===== src/rtl/core/accelerated_encoder_value_entry_macros.svh =====
`ifndef ACCELERATED_ENCODER_VALUE_ENTRY_MACROS_SVH
`define ACCELERATED_ENCODER_VALUE_ENTRY_MACROS_SVH

// check a condition at every clock edge outside reset
`define AEVE_ASSERT_ALWAYS(label, expr) \
  label: assert property (@(posedge clk) disable iff (!rst_n) (expr)) \
    else $error("assertion failed");

// check that a condition holds in the cycle after a trigger
`define AEVE_ASSERT_NEXT(label, trig, expr) \
  label: assert property (@(posedge clk) disable iff (!rst_n) (trig) |=> (expr)) \
    else $error("assertion failed");

`endif


===== src/rtl/core/aeve_pkg.sv =====
`default_nettype none

package aeve_pkg;

  localparam int VAL_W   = 16;
  localparam int STEP_W  = 16;
  localparam int TIME_W  = 32;
  localparam int FC_W    = 7;
  localparam int CFG_IDX_W = 3;
  localparam int CFG_DATA_W = 16;

  localparam int FAST_COUNT_LIMIT_DEF = 100;

  localparam logic OP_START  = 1'b0;
  localparam logic OP_SAMPLE = 1'b1;

  localparam logic [1:0] CAUSE_RUN     = 2'd0;
  localparam logic [1:0] CAUSE_TIMEOUT = 2'd1;
  localparam logic [1:0] CAUSE_BUTTON  = 2'd2;

  localparam logic [1:0] CODE_BOTH = 2'd3;
  localparam logic [1:0] CODE_UP   = 2'd2;
  localparam logic [1:0] CODE_DOWN = 2'd1;

  localparam logic [CFG_IDX_W-1:0] REG_MAX_VALUE   = 3'd0;
  localparam logic [CFG_IDX_W-1:0] REG_MIN_VALUE   = 3'd1;
  localparam logic [CFG_IDX_W-1:0] REG_ACCEL       = 3'd2;
  localparam logic [CFG_IDX_W-1:0] REG_FAST_WINDOW = 3'd3;
  localparam logic [CFG_IDX_W-1:0] REG_TIMEOUT     = 3'd4;
  localparam logic [CFG_IDX_W-1:0] REG_STEP_CAP    = 3'd5;

  typedef struct packed {
    logic              op;
    logic [VAL_W-1:0]  start_value;
    logic [1:0]        code;
    logic              button_level;
    logic [TIME_W-1:0] now_ms;
  } in_word_t;

endpackage

`default_nettype wire


===== src/rtl/core/accelerated_encoder_value_entry.sv =====
`default_nettype none

// Knob value entry with acceleration. A word enters an input register, and from
// there the update of value, step, fast counter and session state is
// done in one pass of add/compare logic and a 16x8 multiplier, landing in the
// result register. One word is taken every clock when the result side does
// not stall. Registers are written by index on the cfg_ port; the user must
// write them only while no word is in flight, as the block does not enforce it;
// cfg_ready is always high.
`include "accelerated_encoder_value_entry_macros.svh"

module accelerated_encoder_value_entry
  import aeve_pkg::*;
#(
  parameter int FAST_COUNT_LIMIT = FAST_COUNT_LIMIT_DEF
) (
  input  wire logic                  clk,
  input  wire logic                  rst_n,
  input  wire logic                  in_valid,
  output logic                       in_stall,
  input  wire logic                  in_op,
  input  wire logic [VAL_W-1:0]      in_start_value,
  input  wire logic                  in_line_a,
  input  wire logic                  in_line_b,
  input  wire logic                  in_button_level,
  input  wire logic [TIME_W-1:0]     in_now_ms,
  output logic                       out_valid,
  input  wire logic                  out_stall,
  output logic [VAL_W-1:0]           out_value,
  output logic [STEP_W-1:0]          out_step_size,
  output logic                       out_done_res,
  output logic [1:0]                 out_done_cause,
  input  wire logic                  cfg_valid,
  output logic                       cfg_ready,
  input  wire logic [CFG_IDX_W-1:0]  cfg_index,
  input  wire logic [CFG_DATA_W-1:0] cfg_data
);

  localparam logic [FC_W-1:0] FC_LIMIT = FC_W'(FAST_COUNT_LIMIT);

  logic [VAL_W-1:0]  max_value_r, min_value_r, timeout_r, step_cap_r;
  logic [7:0]        accel_r, window_r;

  logic              s1_valid_r;
  in_word_t          s1_r;
  logic              advance;

  logic [VAL_W-1:0]  value_r, value_nxt;
  logic [STEP_W-1:0] step_r, step_nxt;
  logic [1:0]        prev_code_r, prev_code_nxt;
  logic [FC_W-1:0]   fast_count_r, fast_count_nxt;
  logic [TIME_W-1:0] last_edge_r, last_edge_nxt;
  logic              finished_r, finished_nxt;
  logic [1:0]        reason_r, reason_nxt;

  logic              out_valid_r;
  logic [VAL_W-1:0]  out_value_r;
  logic [STEP_W-1:0] out_step_r;
  logic              out_done_r;
  logic [1:0]        out_cause_r;

  logic              up_edge, down_edge;
  logic [VAL_W:0]    up_sum, down_diff;
  logic [TIME_W-1:0] elapsed;
  logic [FC_W-1:0]   fc_inc;
  logic [23:0]       grown;
  logic [STEP_W-1:0] cap_eff;
  logic [STEP_W-1:0] grown_capped;

  assign cfg_ready = 1'b1;

  always_ff @(posedge clk) begin
    if (!rst_n) begin
      max_value_r <= 16'd9999;
      min_value_r <= 16'd0;
      accel_r     <= 8'd10;
      window_r    <= 8'd180;
      timeout_r   <= 16'd5000;
      step_cap_r  <= 16'd1000;
    end else if (cfg_valid && cfg_ready) begin
      case (cfg_index)
        REG_MAX_VALUE:   max_value_r <= cfg_data;
        REG_MIN_VALUE:   min_value_r <= cfg_data;
        REG_ACCEL:       accel_r     <= cfg_data[7:0];
        REG_FAST_WINDOW: window_r    <= cfg_data[7:0];
        REG_TIMEOUT:     timeout_r   <= cfg_data;
        REG_STEP_CAP:    step_cap_r  <= cfg_data;
        default: ;
      endcase
    end
  end

  assign advance  = !out_valid_r || !out_stall;
  assign in_stall = s1_valid_r && !advance;

  always_ff @(posedge clk) begin
    if (!rst_n) begin
      s1_valid_r <= 1'b0;
    end else if (!in_stall) begin
      s1_valid_r <= in_valid;
    end
  end

  always_ff @(posedge clk) begin
    if (in_valid && !in_stall) begin
      s1_r.op           <= in_op;
      s1_r.start_value  <= in_start_value;
      s1_r.code         <= {in_line_b, in_line_a};
      s1_r.button_level <= in_button_level;
      s1_r.now_ms       <= in_now_ms;
    end
  end

  assign up_edge   = (prev_code_r == CODE_BOTH) && (s1_r.code == CODE_UP);
  assign down_edge = (prev_code_r == CODE_BOTH) && (s1_r.code == CODE_DOWN);
  assign up_sum    = {1'b0, value_r} + {1'b0, step_r};
  assign down_diff = {1'b0, value_r} - {1'b0, step_r};
  assign grown     = {8'd0, step_r} * {16'd0, accel_r};
  assign cap_eff   = (step_cap_r == '0) ? STEP_W'(1) : step_cap_r;

  always_comb begin
    if (grown > {8'd0, cap_eff}) begin
      grown_capped = cap_eff;
    end else begin
      grown_capped = grown[STEP_W-1:0];
    end
    if (grown_capped == '0) begin
      grown_capped = STEP_W'(1);
    end
  end

  always_comb begin
    value_nxt      = value_r;
    step_nxt       = step_r;
    prev_code_nxt  = prev_code_r;
    fast_count_nxt = fast_count_r;
    last_edge_nxt  = last_edge_r;
    finished_nxt   = finished_r;
    reason_nxt     = reason_r;
    elapsed        = '0;
    fc_inc         = fast_count_r + FC_W'(1);
    if (s1_r.op == OP_START) begin
      value_nxt      = s1_r.start_value;
      last_edge_nxt  = s1_r.now_ms;
      step_nxt       = STEP_W'(1);
      fast_count_nxt = '0;
      prev_code_nxt  = '0;
      finished_nxt   = 1'b0;
      reason_nxt     = CAUSE_RUN;
    end else if (!finished_r) begin
      prev_code_nxt = s1_r.code;
      if (up_edge) begin
        last_edge_nxt = s1_r.now_ms;
        value_nxt = (up_sum > {1'b0, max_value_r}) ? max_value_r : up_sum[VAL_W-1:0];
      end else if (down_edge) begin
        last_edge_nxt = s1_r.now_ms;
        if (down_diff[VAL_W] || (down_diff[VAL_W-1:0] < min_value_r)) begin
          value_nxt = min_value_r;
        end else begin
          value_nxt = down_diff[VAL_W-1:0];
        end
      end
      elapsed = s1_r.now_ms - last_edge_nxt;
      if (elapsed < {24'd0, window_r}) begin
        fast_count_nxt = fc_inc;
        if (fc_inc > FC_LIMIT) begin
          step_nxt       = grown_capped;
          fast_count_nxt = '0;
        end
      end else begin
        step_nxt = STEP_W'(1);
      end
      if (elapsed > {16'd0, timeout_r}) begin
        finished_nxt = 1'b1;
        reason_nxt   = CAUSE_TIMEOUT;
      end else if (!s1_r.button_level) begin
        finished_nxt = 1'b1;
        reason_nxt   = CAUSE_BUTTON;
      end
    end
  end

  always_ff @(posedge clk) begin
    if (!rst_n) begin
      value_r      <= '0;
      step_r       <= STEP_W'(1);
      prev_code_r  <= '0;
      fast_count_r <= '0;
      last_edge_r  <= '0;
      finished_r   <= 1'b1;
      reason_r     <= CAUSE_RUN;
      out_valid_r  <= 1'b0;
    end else if (advance) begin
      out_valid_r <= s1_valid_r;
      if (s1_valid_r) begin
        value_r      <= value_nxt;
        step_r       <= step_nxt;
        prev_code_r  <= prev_code_nxt;
        fast_count_r <= fast_count_nxt;
        last_edge_r  <= last_edge_nxt;
        finished_r   <= finished_nxt;
        reason_r     <= reason_nxt;
      end
    end
  end

  always_ff @(posedge clk) begin
    if (advance && s1_valid_r) begin
      out_value_r <= value_nxt;
      out_step_r  <= step_nxt;
      out_done_r  <= finished_nxt;
      out_cause_r <= reason_nxt;
    end
  end

  assign out_valid      = out_valid_r;
  assign out_value      = out_value_r;
  assign out_step_size  = out_step_r;
  assign out_done_res   = out_done_r;
  assign out_done_cause = out_cause_r;

  `AEVE_ASSERT_ALWAYS(a_reason_implies_done, (reason_r == CAUSE_RUN) || finished_r)
  `AEVE_ASSERT_ALWAYS(a_step_nonzero, step_r != '0)
  `AEVE_ASSERT_ALWAYS(a_fast_count_bound, fast_count_r <= FC_LIMIT)
  `AEVE_ASSERT_NEXT(a_word_reaches_out, s1_valid_r && advance, out_valid_r)

endmodule

`default_nettype wire

===== config.mk =====
export PLATFORM = sky130hd
export DESIGN_NAME = accelerated_encoder_value_entry
export DESIGN_NICKNAME = d
export VERILOG_FILES = /design/src/rtl/core/aeve_pkg.sv /design/src/rtl/core/accelerated_encoder_value_entry.sv
export VERILOG_INCLUDE_DIRS = /design/src /design/src/rtl/core
export SDC_FILE = /design/constraint.sdc
export NUM_CORES = 1
export LEC_CHECK = 0
export BUFFER_PORTS_ARGS = -buffer_cell sky130_fd_sc_hd__buf_2
export CAP_MARGIN = 20
export CORE_UTILIZATION = 45
export CTS_BUF_LIST = sky130_fd_sc_hd__clkbuf_16
export CTS_CLUSTER_DIAMETER = 50
export DETAILED_ROUTE_END_ITERATION = 8
export PLACE_DENSITY = 0.59
export SYNTH_ARGS = -nofsm -noshare
export SYNTH_HDL_FRONTEND = slang
export SYNTH_SLANG_ARGS = --single-unit
export TNS_END_PERCENT = 30

===== constraint.sdc =====
create_clock -name clk -period 11.45 [get_ports clk]
set_input_delay 1.7175 -clock clk [delete_from_list [all_inputs] [get_ports clk]]
set_output_delay 1.7175 -clock clk [all_outputs]
set_load 0.005 [all_outputs]

==> flow_summary.json <==
{
  "worstPathRequired_ps": 11720,
  "synthesis.area_um2": 19960,
  "cpPeakStageDelay_ps": 840,
  "grt_pass1_vias": 16774,
  "drc": 0,
  "die_y_um": 212.6,
  "reg2reg_slack_ps": 3870,
  "grt_util_all_layers_pct": 26.25,
  "rsz0062_at_grt": "no",
  "synth-seq-cells": 245,
  "dpl.hpwl_um": 45120,
  "clockRootBuffer": "clkbuf_16",
  "hold_buffers": 0,
  "io_pins": 114,
  "ys_warn_count": 0,
  "grt_max_degree": 93,
  "tns_ps": 0,
  "async_flop_share_pct": 0,
  "holdCritPathClass": "reg -> reg",
  "synth_cell_types": 99,
  "status": "complete, no violations",
  "mostFrequentLayoutCells": "nand2_1 (320), inv_1 (223), a21oi_1 (191)",
  "port_buffers": 112,
  "syn_inst": 2323,
  "start_util_pct": 46.03,
  "fin_skew_ps": 22.05,
  "startpoint": "accel_r[6]",
  "clkTransAtPathRegs_ps": 60,
  "maxSlewViolCount": 0,
  "cts_buffer_depth": 3,
  "antenna_found_initial": 4,
  "grt_pass1_wl_um": 91830,
  "firstDrtPassIters": 7,
  "ant_nets": 0,
  "cp.arrival_ps": 7840,
  "fmax_mhz": 132.0,
  "critPathMaxFanout": 17,
  "worstMarginPinSlew_ps": 1044,
  "start_kind": "flop",
  "place_area_um2": 20850,
  "gr-total-overflow": 0,
  "cts_tree": "done",
  "finalInstanceArea_um2": 21970,
  "synth_edf_count": 87,
  "final_common_cell": "nand2_1",
  "wire_per_inst_um": 19.48,
  "finalSetupViolations": 0,
  "vdd_drop_max_v": 0.0001201,
  "core_um2": 43360,
  "seq_area_frac_synth_pct": 28.94,
  "crit_path_end_kind": "flop",
  "routed_wl_um": 58170,
  "p_per_area_nw_per_um2": 111.1,
  "post-cts-setup-buffers": 0,
  "cts_resized": 0,
  "synth_flop_cell": "dfxtp_1",
  "drive_gt1_share_pct": 10.33,
  "endpoint": "out_step_size[0]",
  "worstSkewPairLatency_ps": 550,
  "min_period_ps": 7576,
  "worstSetupPathType": "reg -> reg",
  "crit_path_frequent_cell": "fa_1",
  "cts_buffers": 35,
  "h-tree-depth": 2,
  "place_congestion": 0.9280,
  "rr_endpoint": "out_step_size[0]",
  "power.leakage_uw": 0.009265,
  "die_w_um": 212.6,
  "relSlewSlack_pct": 29.32,
  "period_share_pct": 66.17,
  "dieArea_um2": 45200,
  "nets": 2715,
  "syn_nets": 2664,
  "cp_slowest_cell": "or4_1",
  "viasPerCell": 5.658,
  "reg2reg_from": "accel_r[6]",
  "hold_viol_final": 0,
  "vias": 16895,
  "synth.avg_cell_area_um2": 8.591,
  "max-cap-violations": 0,
  "syn_to_final_growth_pct": 10.09,
  "dr.first_iter.drc_count": 1019,
  "row_count": 76,
  "reg2reg_depth": 25,
  "clock-sinks": 245
}
## worst min path at each step
stage                                from              end  slack, ps  cells after the start
after floorplan               window_r[0]      window_r[0]        430                      2
after global placement    last_edge_r[19]  last_edge_r[19]        440                      2
after detailed placement     timeout_r[6]     timeout_r[6]        450                      2
after CTS                    timeout_r[6]     timeout_r[6]        450                      2
after global routing      last_edge_r[20]  last_edge_r[20]        470                      2
final                     last_edge_r[19]  last_edge_r[19]        450                      2
## synth_stat cells (31+ instances only)
| library cell | count | share of area [%] |
|---|---|---|
| o21ai_1 | 31 | 0.78 |
| nor2_1 | 104 | 2.0 |
| mux2i_1 | 65 | 3.3 |
| nand3_1 | 43 | 1.1 |
| o21ai_0 | 82 | 2.1 |
| clkbuf_1 | 87 | 1.6 |
| a21o_1 | 37 | 1.4 |
| o211ai_1 | 34 | 1.3 |
| xnor2_1 | 38 | 1.7 |
| dfxtp_1 | 158 | 16 |
| inv_1 | 220 | 4.1 |
| nand2_1 | 320 | 6.0 |
| fa_1 | 87 | 8.7 |
| ha_1 | 178 | 11 |
| a21oi_1 | 191 | 4.8 |
| and2_1 | 112 | 3.5 |
| edfxtp_1 | 87 | 13 |
| o21a_1 | 31 | 1.2 |
## flip-flops by register name, summed over array words and instances (netlist names)
register and flops:
out_done_cause 2, out_done_res 1, max_value_r 16, finished_r 1, step_r 16, out_valid 1, out_value 16, timeout_r 16
reason_r 2, min_value_r 16, value_r 16, window_r 8, s1_r 52, fast_count_r 7, s1_valid_r 1, prev_code_r 2
accel_r 8, last_edge_r 32, out_step_size 16, step_cap_r 16
## per-stage QoR
| step | cells | utilization [%] | hold WS [ps] | total power, uW | worst slack (ps) |
|---|---|---|---|---|---|
| detailed placement | 2921 | 48.09 | 446.3 | 1426 | 3863 |
| finish | 2986 | 50.67 | 451.1 | 2441 | 3874 |
| CTS | 2984 | 50.64 | 454.1 | 2464 | 3882 |
| global route | 2985 | 50.66 | 466.0 | 2551 | 3413 |
| global placement | 2921 | 48.09 | 441.4 | 1420 | 3995 |
| floorplan | 2323 | - | 433.6 | 1291 | 5025 |
## cell families after synthesis
logic type,Yosys count,synth area share (%)
buffers and inverters,334,6.877
AOI/OAI and AO/OA,577,18.98
and+or+nand+nor,763,18.62
xor gates and xnor gates,56,2.458
adders and majority gates,265,19.89
DFF,245,28.94
muxes,82,4.219
other,1,0.01879
## critical path, delay by kind of cell, from the launching register on
kind	cells	cell delay (ps)
buf+inv	3	180
compound gates	4	930
simple gates	10	2000
xor+xnor	1	180
mux	1	490
flops	1	690
fa+ha+maj	6	2850
## area by class of cell
cell class / count / area, um^2
Antenna cell: 1 / 2.502
Clock inverter: 27 / 202.7
Multi-Input combinational cell: 1744 / 12850
Fill cell: 4204 / 21390
Tap cell: 585 / 732.0
Timing Repair Buffer: 128 / 684.4
Sequential cell: 245 / 5776
Clock buffer: 36 / 900.9
Inverter: 220 / 825.8
## layer usage
| layer | up-vias | wire length [um] | track usage (%) |
|---|---|---|---|
| met5 | - | 24 | 0 |
| met4 | 6 | 1860 | 8.931 |
| met3 | 91 | 3348 | 4.225 |
| met2 | 471 | 27240 | 44.23 |
| met1 | 8116 | 25700 | 34.01 |
| li1 | 8211 | - | - |
## power by group
group | switching, uW | internal [uW] | total (uW)
sequential | 30.0 | 938 | 968
clock | 424 | 604 | 1030
combinational | 266 | 180 | 446
Note: power is estimated with default switching activity, not from simulation.
